<file path="config.mk">
export PLATFORM = sky130hd
export DESIGN_NAME = life_generation_stencil_core
export DESIGN_NICKNAME = d
export VERILOG_FILES = /design/src/rtl/gls_pkg.sv /design/src/rtl/gls_ram.sv /design/src/rtl/gls_raster.sv /design/src/rtl/gls_rule.sv /design/src/rtl/life_generation_stencil_core.sv
export SDC_FILE = /design/constraint.sdc
export NUM_CORES = 2
export LEC_CHECK = 0
export ABC_AREA = 1
export ABC_CLOCK_PERIOD_IN_PS = 5500
export BUFFER_PORTS_ARGS = -buffer_cell sky130_fd_sc_hd__buf_2
export CAP_MARGIN = 10
export CORE_MARGIN = 4
export CORE_UTILIZATION = 40
export DETAILED_ROUTE_END_ITERATION = 8
export HOLD_SLACK_MARGIN = 0.03
export PLACE_DENSITY = 0.54
export SYNTH_ARGS = -nofsm -noshare
export SYNTH_HDL_FRONTEND = slang
export SYNTH_HIERARCHICAL = 1
export SYNTH_SLANG_ARGS = --single-unit
</file>
<file path="constraint.sdc">
create_clock -name clock -period 5.5 [get_ports clock]
set_clock_uncertainty 0.15 [all_clocks]
set_input_delay 1.1 -clock clock [delete_from_list [all_inputs] [get_ports clock]]
set_output_delay 1.1 -clock clock [all_outputs]
set_load 0.05 [all_outputs]
</file>
<file path="src/rtl/gls_pkg.sv">
package gls_pkg;

   localparam int MAX_GRID = 1024;
   localparam int IDX_W    = $clog2(MAX_GRID);
   localparam int ESZ_W    = $clog2(MAX_GRID + 1);
   localparam int GRID_W   = 11;
   localparam int LIMIT_W  = 32;
   localparam int CSR_W    = 32;
   localparam int MIN_GRID = 3;

   localparam logic [LIMIT_W-1:0] GEN_MAX = {LIMIT_W{1'b1}};

   // register indexes
   localparam logic CSR_GRID_SIZE = 1'b0;
   localparam logic CSR_GEN_LIMIT = 1'b1;

   typedef struct packed {
      logic cell_alive;
      logic frame_start;
   } req_word_type;

   typedef struct packed {
      logic               next_alive;
      logic               cell_changed;
      logic               frame_last;
      logic               frame_changed;
      logic [LIMIT_W-1:0] generation_number;
      logic               run_over;
   } rsp_word_type;

   // one raster position, registered after the counters
   typedef struct packed {
      logic             alive;
      logic             fs;
      logic [IDX_W-1:0] idx;
      logic             emit;
      logic             last;
   } stage_type;

   // two line buffer bits of one column: [0] older row, [1] newer row
   typedef logic [1:0] line_bits_type;

   function automatic logic [ESZ_W-1:0] effective_size(input logic [GRID_W-1:0] g);
      if (32'(g) < MIN_GRID)
         return ESZ_W'(MIN_GRID);
      else if (32'(g) > MAX_GRID)
         return ESZ_W'(MAX_GRID);
      else
         return ESZ_W'(g);
   endfunction

endpackage

</file>
<file path="src/rtl/gls_ram.sv">
module gls_ram #(
   parameter int WIDTH = 2,
   parameter int DEPTH = 1024
) (
   input  logic                     clock,
   input  logic                     wr_en,
   input  logic [$clog2(DEPTH)-1:0] wr_addr,
   input  logic [WIDTH-1:0]         wr_data,
   input  logic                     rd_en,
   input  logic [$clog2(DEPTH)-1:0] rd_addr,
   output logic [WIDTH-1:0]         rd_data
);

   logic [WIDTH-1:0] mem_ff [DEPTH];
   logic [WIDTH-1:0] rd_data_ff;

   // read returns the old contents on a same-address write
   always_ff @(posedge clock) begin
      if (wr_en) begin
         mem_ff[wr_addr] <= wr_data;
      end
      if (rd_en) begin
         rd_data_ff <= mem_ff[rd_addr];
      end
   end

   assign rd_data = rd_data_ff;

endmodule

</file>
<file path="src/rtl/gls_raster.sv">
module gls_raster (
   input  logic                        clock,
   input  logic                        reset,
   input  logic                        accept,
   input  logic                        advance,
   input  gls_pkg::req_word_type       req_word,
   input  logic [gls_pkg::ESZ_W-1:0]   size,
   output logic [gls_pkg::IDX_W-1:0]   rd_addr,
   output logic                        stage_valid,
   output gls_pkg::stage_type          stage
);

   logic [gls_pkg::IDX_W-1:0] col_ff, col_in;
   logic [gls_pkg::IDX_W-1:0] row_ff, row_in;
   logic                      valid_ff, valid_in;
   gls_pkg::stage_type        stage_ff, stage_in;

   logic [gls_pkg::IDX_W-1:0] c, r;
   logic [gls_pkg::ESZ_W-1:0] c_ext, r_ext, c_inc, r_inc;

   always_comb begin
      c      = req_word.frame_start ? '0 : col_ff;
      r      = req_word.frame_start ? '0 : row_ff;
      c_ext  = gls_pkg::ESZ_W'(c);
      r_ext  = gls_pkg::ESZ_W'(r);
      c_inc  = c_ext + gls_pkg::ESZ_W'(1);
      r_inc  = r_ext + gls_pkg::ESZ_W'(1);
      col_in = col_ff;
      row_in = row_ff;
      if (accept) begin
         if (c_inc >= size) begin
            col_in = '0;
            row_in = (r_inc >= size) ? '0 : gls_pkg::IDX_W'(r_inc);
         end else begin
            col_in = gls_pkg::IDX_W'(c_inc);
            row_in = r;
         end
      end
      stage_in.alive = req_word.cell_alive;
      stage_in.fs    = req_word.frame_start;
      stage_in.idx   = c;
      stage_in.emit  = (r_ext >= gls_pkg::ESZ_W'(2)) && (c_ext >= gls_pkg::ESZ_W'(2))
                       && (r_ext < size) && (c_ext < size);
      stage_in.last  = (r_ext == size - gls_pkg::ESZ_W'(1))
                       && (c_ext == size - gls_pkg::ESZ_W'(1));
      valid_in = accept | (valid_ff & ~advance);
   end

   always_ff @(posedge clock) begin
      if (reset) begin
         col_ff   <= '0;
         row_ff   <= '0;
         valid_ff <= 1'b0;
      end else begin
         col_ff   <= col_in;
         row_ff   <= row_in;
         valid_ff <= valid_in;
      end
   end

   always_ff @(posedge clock) begin
      if (accept) begin
         stage_ff <= stage_in;
      end
   end

   assign rd_addr     = c;
   assign stage_valid = valid_ff;
   assign stage       = stage_ff;

endmodule

</file>
<file path="src/rtl/gls_rule.sv">
module gls_rule (
   input  logic                          clock,
   input  logic                          reset,
   input  logic                          advance,
   input  gls_pkg::stage_type            stage,
   input  gls_pkg::line_bits_type        line_bits,
   input  logic [gls_pkg::LIMIT_W-1:0]   generation_limit,
   input  logic                          rsp_stall,
   output logic                          rsp_valid,
   output gls_pkg::rsp_word_type         rsp_word,
   output logic                          wr_en,
   output logic [gls_pkg::IDX_W-1:0]     wr_addr,
   output gls_pkg::line_bits_type        wr_data
);

   logic [2:0]                   window_ff [3];
   logic [2:0]                   window_in [3];
   logic                         any_ff, any_in;
   logic [gls_pkg::LIMIT_W-1:0]  gen_ff, gen_in;
   logic                         valid_ff, valid_in;
   gls_pkg::rsp_word_type        word_ff, word_in;

   logic [3:0]                   sum9, n;
   logic                         center, next, chg, any_eff, fchg, over;
   logic [gls_pkg::LIMIT_W-1:0]  gen;

   function automatic logic [3:0] ones3(input logic [2:0] v);
      return {3'b000, v[0]} + {3'b000, v[1]} + {3'b000, v[2]};
   endfunction

   always_comb begin
      // shifted window: columns x-2, x-1, x
      window_in[0] = window_ff[1];
      window_in[1] = window_ff[2];
      window_in[2] = {stage.alive, line_bits[1], line_bits[0]};

      center = window_in[1][1];
      sum9   = ones3(window_in[0]) + ones3(window_in[1]) + ones3(window_in[2]);
      n      = sum9 - {3'b000, center};
      next   = center ? ((n == 4'd2) || (n == 4'd3)) : (n == 4'd3);
      chg    = next ^ center;

      any_eff = stage.fs ? 1'b0 : any_ff;
      fchg    = any_eff | chg;
      gen     = (gen_ff == gls_pkg::GEN_MAX) ? gls_pkg::GEN_MAX
                                              : gen_ff + gls_pkg::LIMIT_W'(1);
      over    = ~fchg || ((generation_limit != '0) && (gen >= generation_limit));

      word_in.next_alive        = next;
      word_in.cell_changed      = chg;
      word_in.frame_last        = stage.last;
      word_in.frame_changed     = stage.last & fchg;
      word_in.generation_number = gen;
      word_in.run_over          = stage.last & over;

      any_in = any_ff;
      gen_in = gen_ff;
      if (advance) begin
         if (stage.emit) begin
            any_in = stage.last ? 1'b0 : fchg;
            if (stage.last) begin
               gen_in = gen;
            end
         end else begin
            any_in = any_eff;
         end
      end

      valid_in = (advance & stage.emit) | (valid_ff & rsp_stall);
   end

   always_ff @(posedge clock) begin
      if (reset) begin
         window_ff[0] <= '0;
         window_ff[1] <= '0;
         window_ff[2] <= '0;
         any_ff       <= 1'b0;
         gen_ff       <= '0;
         valid_ff     <= 1'b0;
      end else begin
         if (advance) begin
            window_ff[0] <= window_in[0];
            window_ff[1] <= window_in[1];
            window_ff[2] <= window_in[2];
         end
         any_ff   <= any_in;
         gen_ff   <= gen_in;
         valid_ff <= valid_in;
      end
   end

   always_ff @(posedge clock) begin
      if (advance & stage.emit) begin
         word_ff <= word_in;
      end
   end

   assign rsp_valid = valid_ff;
   assign rsp_word  = word_ff;
   assign wr_en     = advance;
   assign wr_addr   = stage.idx;
   // older row takes the newer bit, newer row takes the incoming cell
   assign wr_data   = {stage.alive, line_bits[1]};

`ifndef SYNTHESIS
   a_flags_only_last: assert property (@(posedge clock) disable iff (reset)
      valid_ff && !word_ff.frame_last |-> !word_ff.frame_changed && !word_ff.run_over)
      else $error("frame flags set on a word that is not frame last");

   a_gen_step: assert property (@(posedge clock) disable iff (reset)
      advance && stage.emit && stage.last && gen_ff != gls_pkg::GEN_MAX
      |=> gen_ff == $past(gen_ff) + gls_pkg::LIMIT_W'(1))
      else $error("generation count did not step on frame last");

   a_gen_hold: assert property (@(posedge clock) disable iff (reset)
      !(advance && stage.emit && stage.last) |=> $stable(gen_ff))
      else $error("generation count moved outside frame last");

   a_stable_over: assert property (@(posedge clock) disable iff (reset)
      valid_ff && word_ff.frame_last && !word_ff.frame_changed |-> word_ff.run_over)
      else $error("unchanged frame not reported as run over");
`endif

endmodule

</file>
<file path="src/rtl/life_generation_stencil_core.sv">
// channel   handshake             payload
// req       req_valid/req_stall   req_word   cell_alive, frame_start
// rsp       rsp_valid/rsp_stall   rsp_word   next_alive .. run_over
// csr       csr_wr_en             csr_index, csr_wdata
//
// one word per cycle sustained while rsp is not stalled: counters and line buffer
// read in the first stage, window shift, neighbor count and rule in the second,
// then the output register.
// no clearing pass after reset; line buffers are valid once a row is written.
// a stall on rsp holds the output register and backs up into req_stall.
module life_generation_stencil_core (
   input  logic                          clock,
   input  logic                          reset,
   input  logic                          req_valid,
   output logic                          req_stall,
   input  gls_pkg::req_word_type         req_word,
   output logic                          rsp_valid,
   input  logic                          rsp_stall,
   output gls_pkg::rsp_word_type         rsp_word,
   input  logic                          csr_wr_en,
   input  logic                          csr_index,
   input  logic [gls_pkg::CSR_W-1:0]     csr_wdata
);

   logic [gls_pkg::GRID_W-1:0]   grid_size_ff;
   logic [gls_pkg::LIMIT_W-1:0]  gen_limit_ff;
   logic                         byp_ff, byp_in;
   gls_pkg::line_bits_type       byp_data_ff;

   logic                         accept, advance, stage_valid;
   logic [gls_pkg::ESZ_W-1:0]    size;
   logic [gls_pkg::IDX_W-1:0]    rd_addr, wr_addr;
   gls_pkg::stage_type           stage;
   gls_pkg::line_bits_type       ram_rd_data, line_bits, wr_data;
   logic                         wr_en;

   always_ff @(posedge clock) begin
      if (reset) begin
         grid_size_ff <= gls_pkg::GRID_W'(1024);
         gen_limit_ff <= '0;
      end else if (csr_wr_en) begin
         case (csr_index)
            gls_pkg::CSR_GRID_SIZE: grid_size_ff <= csr_wdata[gls_pkg::GRID_W-1:0];
            gls_pkg::CSR_GEN_LIMIT: gen_limit_ff <= csr_wdata[gls_pkg::LIMIT_W-1:0];
            default: ;
         endcase
      end
   end

   assign size      = gls_pkg::effective_size(grid_size_ff);
   assign advance   = stage_valid & (~rsp_valid | ~rsp_stall);
   assign req_stall = stage_valid & ~advance;
   assign accept    = req_valid & ~req_stall;

   // a read of the column being written in the same cycle takes the new bits
   assign byp_in    = accept ? (advance && (rd_addr == wr_addr)) : byp_ff;
   assign line_bits = byp_ff ? byp_data_ff : ram_rd_data;

   always_ff @(posedge clock) begin
      if (reset) begin
         byp_ff <= 1'b0;
      end else begin
         byp_ff <= byp_in;
      end
   end

   always_ff @(posedge clock) begin
      if (accept) begin
         byp_data_ff <= wr_data;
      end
   end

   gls_raster u_raster (
      .clock       (clock),
      .reset       (reset),
      .accept      (accept),
      .advance     (advance),
      .req_word    (req_word),
      .size        (size),
      .rd_addr     (rd_addr),
      .stage_valid (stage_valid),
      .stage       (stage)
   );

   gls_ram #(
      .WIDTH (2),
      .DEPTH (gls_pkg::MAX_GRID)
   ) u_line_ram (
      .clock   (clock),
      .wr_en   (wr_en),
      .wr_addr (wr_addr),
      .wr_data (wr_data),
      .rd_en   (accept),
      .rd_addr (rd_addr),
      .rd_data (ram_rd_data)
   );

   gls_rule u_rule (
      .clock            (clock),
      .reset            (reset),
      .advance          (advance),
      .stage            (stage),
      .line_bits        (line_bits),
      .generation_limit (gen_limit_ff),
      .rsp_stall        (rsp_stall),
      .rsp_valid        (rsp_valid),
      .rsp_word         (rsp_word),
      .wr_en            (wr_en),
      .wr_addr          (wr_addr),
      .wr_data          (wr_data)
   );

endmodule
</file>
=== Yosys cells after proc, flatten, opt, wreduce, memory -nomap -nowiden ===
Memories as Yosys holds them, arrays and structs flattened. A register that Yosys moved wholly into a read port is not among the register bits.
Index checks and enable logic that the tools add are counted.

* Add/sub/neg operators: 13
* $lt $le $gt $ge: 9
* Eq/ne operators: 6
* Mux-type cells: 22
* Bitwise operators: 21
* Reduce and logical (&&, ||, !) cells: 12

{| class="wikitable"
|+ Operator list
! operator !! count
|-
| 10-bit 2-to-1 mux || 5
|-
| 32-bit by 1-bit adder with 32-bit output (second input constant) || 1
|-
| 32-bit == test (second input constant) || 1
|-
| 32-bit greater-or-equal comparator || 1
|-
| 32-bit 2-to-1 mux || 1
|-
| 32-bit nonzero test || 1
|-
| 10-bit by 1-bit adder with 11-bit output (second input constant) || 2
|-
| 10-bit by 11-bit == test with 1-bit output || 2
|-
| 11-bit greater-or-equal comparator || 2
|-
| 10-bit by 11-bit < comparator with 1-bit output || 2
|-
| 11-bit 2-to-1 mux || 2
|-
| 10-bit by 2-bit greater-or-equal comparator with 1-bit output (second input constant) || 2
|-
| 4-bit by 1-bit adder with 4-bit output || 3
|-
| 11-bit greater-than comparator (second input constant) || 1
|-
| 11-bit by 2-bit < comparator with 1-bit output (second input constant) || 1
|-
| 11-bit by 1-bit subtractor with 11-bit output (second input constant) || 1
|-
| 10-bit == test || 1
|-
| 1-bit 2-to-1 mux || 10
|-
| 3-bit 2-to-1 mux || 3
|-
| 4-bit adder || 2
|-
| 4-bit by 2-bit == test with 1-bit output (second input constant) || 2
|-
| 1-bit bitwise AND || 7
|-
| 1-bit OR || 7
|-
| 1-bit by 1-bit adder with 2-bit output || 3
|-
| other kinds (8) || 20
|}

* Register bits: 152
* RAM bits: 2057
* Input bits: 40
* Output and inout port bits: 39
* Logic and storage cells: 106
* Memories kept: 2

{| class="wikitable"
|+ Memories
! name !! words !! bits a word !! read ports !! clocked after memory_dff !! write ports !! RTL line !! text
|-
| u_line_ram.mem_ff || 1024 || 2 || 1 || 1 || 1 || gls_ram.sv:14 || <nowiki>logic [WIDTH-1:0] mem_ff [DEPTH];</nowiki>
|-
| u_rule.window_ff || 3 || 3 || 2 || 0 || 3 || gls_rule.sv:16 || <nowiki>logic [2:0] window_ff [3];</nowiki>
|}

=== Longest topological paths before layout ===
An unclocked memory read counts as a cell.

* Depth after elaboration: 14
* Gate-level depth with buffers: 24
* Mapped depth without buffers: 24

=== Hierarchy ===
The synthesis kept the hierarchy.

{| class="wikitable"
|+ By module, submodules not included
! module !! instances !! cells an instance !! area each (um^2) !! sequential area each (um^2)
|-
| gls_ram || 1 || 7976 || 86973.4 || 61559.0
|-
| gls_rule || 1 || 650 || 5069.9 || 1971.9
|-
| gls_raster || 1 || 523 || 3482.1 || 840.8
|-
| life_generation_stencil_core || 1 || 282 || 1973.1 || 940.9
|}

=== Least setup slack after synthesis ===
OpenSTA, ideal clock, no wires.

* Path type: register -> register
* From: reg byp_ff
* To: reg byp_data_ff[0], data pin
* Library setup time: 957 ps
* Arrival: 4221 ps
* Slack: 172 ps
* Stages on the path, launching flop included: 3
* Path through: dfxtp_1 -> mux2_2 -> buf_4

* Cells in the longest elaborated chain, start to end: 1

{| class="wikitable"
|+ RTL lines
! item !! RTL line !! text
|-
| start: declaration || life_generation_stencil_core.sv:27 || <nowiki>logic byp_ff, byp_in;</nowiki>
|-
| start signal: assignment || life_generation_stencil_core.sv:63 || <nowiki>byp_ff <= byp_in;</nowiki>
|-
| 2-bit 2-to-1 mux || life_generation_stencil_core.sv:57 || <nowiki>assign line_bits = byp_ff ? byp_data_ff : ram_rd_data;</nowiki>
|-
| via line_bits[1] || life_generation_stencil_core.sv:34 || <nowiki>gls_pkg::line_bits_type ram_rd_data, line_bits, wr_data;</nowiki>
|-
| end signal: assignment || life_generation_stencil_core.sv:69 || <nowiki>byp_data_ff <= wr_data;</nowiki>
|-
| end: declaration || life_generation_stencil_core.sv:28 || <nowiki>gls_pkg::line_bits_type byp_data_ff;</nowiki>
|}

The timed path passes the listed nets, and every way through them passes these cells.
A chain may end at the register's enable or synchronous reset.

=== Final worst setup path ===
* From: in req_word[0] (netlist bit)
* To: reg u_line_ram.rd_data_ff[1], in the netlist u_line_ram/rd_data[1], read port of u_line_ram.mem_ff, data pin

* Cells in the longest elaborated chain, start to end: 1

{| class="wikitable"
|+ RTL lines
! item !! RTL line !! text
|-
| start: declaration || life_generation_stencil_core.sv:16 || <nowiki>input gls_pkg::req_word_type req_word,</nowiki>
|-
| 10-bit 2-to-1 mux || gls_raster.sv:22 || <nowiki>c = req_word.frame_start ? '0 : col_ff;</nowiki>
|-
| via rd_addr (one bit) || life_generation_stencil_core.sv:32 || <nowiki>logic [gls_pkg::IDX_W-1:0] rd_addr, wr_addr;</nowiki>
|-
| end: declaration || gls_ram.sv:15 || <nowiki>logic [WIDTH-1:0] rd_data_ff;</nowiki>
|}

The timed path passes the listed nets, and every way through them passes these cells.

==> results list <==
- The share of total power dissipated in sequential elements is 51.7%.
- Clock-pin slew reported for the worst setup and hold paths after clock tree synthesis: 0.06 ns
- Via count of the first global-routing pass: 68.17k
- The number of nets in the synthesized netlist is 9,557.
- Switching share of power: 22.58%
- The worst pin sits at a relative slew slack of 21.22%.
- Synth warn: 6
- Number of maximum-capacitance constraint violations: 0
- Detailed-route via count: 69.94k
- Dividing the final minimum period by the clock period gives 75.90%.
- Pwr dens: 330.0 nW/um2
- The clock passes through at most 3 buffers.
* Final GP Congestion: 0.8664
* Fill count: 22.68k
- Area contributors post-synth: sky130_fd_sc_hd__edfxtp_1, sky130_fd_sc_hd__nand3_1, sky130_fd_sc_hd__nand2_1, sky130_fd_sc_hd__nor2_1, sky130_fd_sc_hd__dfxtp_1
* Setup bufs post-CTS: 0
* Sum of negative setup slack: 0 ns
- In this run the cell area of the synthesized design comes to 97,500 um2.
* DR vias/cell: 5.528
* Largest voltage drop on the vdd net: 345.4 uV
* Initial Utilization: 40.38%
* Clock share of power: 43.1%
* Result of the run: finished, final reports clean
- The wire-length estimate of the detail-placed layout is 169.7 mm.
* # setup viols final: 0
- Top fanout value on the critical path: 58
* Global-route wire length before repair: 442.0 mm
- The H-tree generated during clock tree synthesis spans 4 levels.
* Final Max Tran Viols: 0
* Startpoint Class: input pin
- Counting distinct cell types in the post-synthesis netlist gives 48.
- Total Nets Final: 9,389
- Height of the chip: 501.7 um
* Synth-to-Final Area Change: 11.45%
* Share of power burned in combinational logic: 5.2%
- Most used flip-flop cell after synthesis: sky130_fd_sc_hd__edfxtp_1
- Entering global routing, the biggest net connects 174 pins.
- In this run, post-CTS repair resized a total of 0 instances.
* Clock tree root buffer cell: sky130_fd_sc_hd__clkbuf_16
- TritonCTS created 235 clock buffers.
- At the worst endpoint, the arrival time is 4.77 ns.
* CTS tree: yes
- Die X-Extent: 501.7 um
* Most used cells in the layout excluding fill and tap cells: sky130_fd_sc_hd__nand2_1, sky130_fd_sc_hd__edfxtp_1, sky130_fd_sc_hd__nand3_1
- For this run, the top clock speed supported by timing is 239.6 MHz.
- Unrepaired setup endpoints after global routing: false
- Total congestion overflow after global routing: 0
- Once routing completed, OpenROAD measured the worst setup slack at 1.326 ns.
- Async set-or-reset flop fraction in the synthesized netlist: 0%
* Sequential area share after synthesis: 66.99%
- Number of cells traversed by the worst hold path: 1
- Number of violations reported at the end of detailed-routing iteration 0: 7,931
* EDFF count, synth: 2,109
* Initial antenna violation count: 7
* Remaining antenna violation count after routing: 0
* Yosys reg bits: 2,208
* Count of buffers from port buffering: 78
- The first detailed-routing pass ran for 7 iterations.
- Timing analysis after detailed placement gives a worst setup slack of 0.5470 ns.
- CTS sink count: 2,208
- Counting cells, the worst reg-to-reg path comes to 4.
* Critical setup path kind: in -> reg
* Final routed wirelength across all metal layers: 298.5 mm
- Most frequent standard cell in the layout excluding fill and tap cells: sky130_fd_sc_hd__nand2_1
- Of the post-synthesis cell area, the dominant cell type holds 64.96%.
- Endpoint required time on the critical path: 6.10 ns
- Final std cell area, no fill: 108,700 um2
- For this design the total switching power over the nets is 8.097 mW.
- In this run the worst hold path is classified as in -> reg.
- Layout cell share with drive strength beyond 1: 7.747%
- The worst setup path is captured at a flop.
* Synth area leader: sky130_fd_sc_hd__edfxtp_1
- Worst Max-Slew Pin Slew: 1.173 ns
- For this design the top-level I/O count stands at 79.
* Placement Rows: 180
- Count of final hold-check violations: 0
* Placed instance area: 101,100 um2
* Latest clock arrival within the worst-skew pair: 0.88 ns
* Leakage power of the design: 37.86 nW
* Drt drc: 0
- In this run, post-CTS hold repair placed 0 buffers.
- Post-Syn Instances: 9,431
- GRT Overall Usage: 23.34%
* Average wire per cell in the routed design: 23.59 um
* Time the worst path needs with I/O delays and setup: 4.174 ns
- The die covers 251,700 um2.
- In this run the mean area of a mapped cell was 10.34 um2.
- The internal portion of the total power is 27.76 mW.
- Core box area: 241,400 um2
[per-layer routing]
metal	track usage [%]	wire (um)	up-vias
li1	-	-	32160
met5	0	0	-
met1	32.87	129700	34700
met3	3.357	21850	411
met2	37.84	138800	2677
met4	6.477	8187	0
[cells by family (layout without fill, tap and decap cells)]
kind of cell / count (synthesis) / in the layout / share of synthesized area [%]
AOI/OAI and AO/OA: 195 / 195 / 1.054
xor gates and xnor gates: 16 / 16 / 0.1437
adders and majority gates: 86 / 86 / 1.142
buffers and inverters: 970 / 1001 / 4.490
DFF: 2208 / 2208 / 66.99
muxes: 2 / 2 / 0.02310
other: 0 / 6 / 0
and+or+nand+nor: 5954 / 5954 / 26.16
[synthesized netlist by cell type (7+ instances only)]
cell,count
sky130_fd_sc_hd__nand2_1,2442
sky130_fd_sc_hd__clkbuf_1,277
sky130_fd_sc_hd__inv_1,253
sky130_fd_sc_hd__xor2_1,14
sky130_fd_sc_hd__nand2_2,7
sky130_fd_sc_hd__buf_1,69
sky130_fd_sc_hd__o21ai_1,14
sky130_fd_sc_hd__buf_4,76
sky130_fd_sc_hd__nor4_1,12
sky130_fd_sc_hd__ha_1,81
sky130_fd_sc_hd__nand3_2,19
sky130_fd_sc_hd__nand4_1,37
sky130_fd_sc_hd__nor3_1,42
sky130_fd_sc_hd__buf_6,13
sky130_fd_sc_hd__a21oi_1,77
sky130_fd_sc_hd__edfxtp_1,2109
sky130_fd_sc_hd__nand3_1,2112
sky130_fd_sc_hd__o21ai_0,82
sky130_fd_sc_hd__dfxtp_1,99
sky130_fd_sc_hd__buf_2,261
sky130_fd_sc_hd__nor2_1,1247
sky130_fd_sc_hd__nor2_4,7
sky130_fd_sc_hd__inv_2,12
[final cells by class]
| class | count | area, um2 | share of cell area [%] |
|---|---|---|---|
| clock inverters | 131 | 1251 | 1.152 |
| repair buffers | 295 | 2658 | 2.446 |
| flip-flops and latches | 2208 | 65310 | 60.11 |
| clock buffers | 305 | 6255 | 5.756 |
| diodes | 6 | 15.01 | 0.01382 |
| inverters | 270 | 1071 | 0.9857 |
| well taps | 3185 | 3985 | 3.668 |
| multi-input cells | 6253 | 28110 | 25.87 |
[power by group through the flow]
| stage | Sequential [mW] | Clock [mW] | Combinational [mW] |
|---|---|---|---|
| finish | 18.5 | 15.5 | 1.87 |
| global route | 18.5 | 16.5 | 2.08 |
| CTS | 18.5 | 15.8 | 1.88 |
| detailed placement | 18.9 | 0 | 1.87 |
| global placement | 18.9 | 0 | 1.86 |
| floorplan | 19.0 | 0 | 1.23 |
[flip-flops by register name, summed over array words and instances, names as in the netlist, 10 cells and up]
| register | flops |
|---|---|
| gen_limit_ff | 32 |
| grid_size_ff | 11 |
| u_line_ram/mem_ff | 2048 |
| u_raster/col_ff | 10 |
| u_raster/row_ff | 10 |
| u_raster/stage | 14 |
| u_rule/gen_ff | 32 |
| u_rule/rsp_word | 37 |
[through the flow]
step           instances  utilization (%)  hold slack, ns  total power, mW
4_1_cts            12650            45.00          0.2407            36.17
3_3_place_gp       12210            41.89          0.3111            20.74
5_1_grt            12650            45.00          0.2642            37.08
2_1_floorplan       9431                -          0.2944            20.19
6_report           12650            45.01          0.2843            35.86
3_5_place_dp       12210            41.89          0.3264            20.76
[critical path, cell delays in order]
cell and delay [ns]:
sky130_fd_sc_hd__buf_2 0.24, sky130_fd_sc_hd__inv_4 0.30, sky130_fd_sc_hd__nand2_4 0.14, sky130_fd_sc_hd__inv_8 0.35
sky130_fd_sc_hd__buf_4 0.78, sky130_fd_sc_hd__nand3_1 0.20, sky130_fd_sc_hd__nand3_1 0.17, sky130_fd_sc_hd__nand3_1 0.13
sky130_fd_sc_hd__nand3_1 0.27, sky130_fd_sc_hd__nand3_1 0.24, sky130_fd_sc_hd__nand3_1 0.22, sky130_fd_sc_hd__nand3_1 0.23
sky130_fd_sc_hd__nand2_1 0.14, sky130_fd_sc_hd__nand2_1 0.05, sky130_fd_sc_hd__nand2_1 0.06
[path summary, 6_finish.rpt]
path	slack (ns)	endpoint	start
hold / removal	0.28	u_raster/stage[13]$_DFFE_PP_	req_word[1]
hold reg to reg	0.34	u_rule/rsp_valid$_SDFF_PP0_	u_rule/rsp_valid$_SDFF_PP0_
setup / recovery	1.33	u_line_ram/rd_data[1]$_DFFE_PP_	req_word[0]
setup reg to reg	1.48	u_line_ram/mem_ff[867][0]$_DFFE_PP_	u_line_ram/rd_data[1]$_DFFE_PP_
No activity file was read; power rests on OpenSTA's default activity.
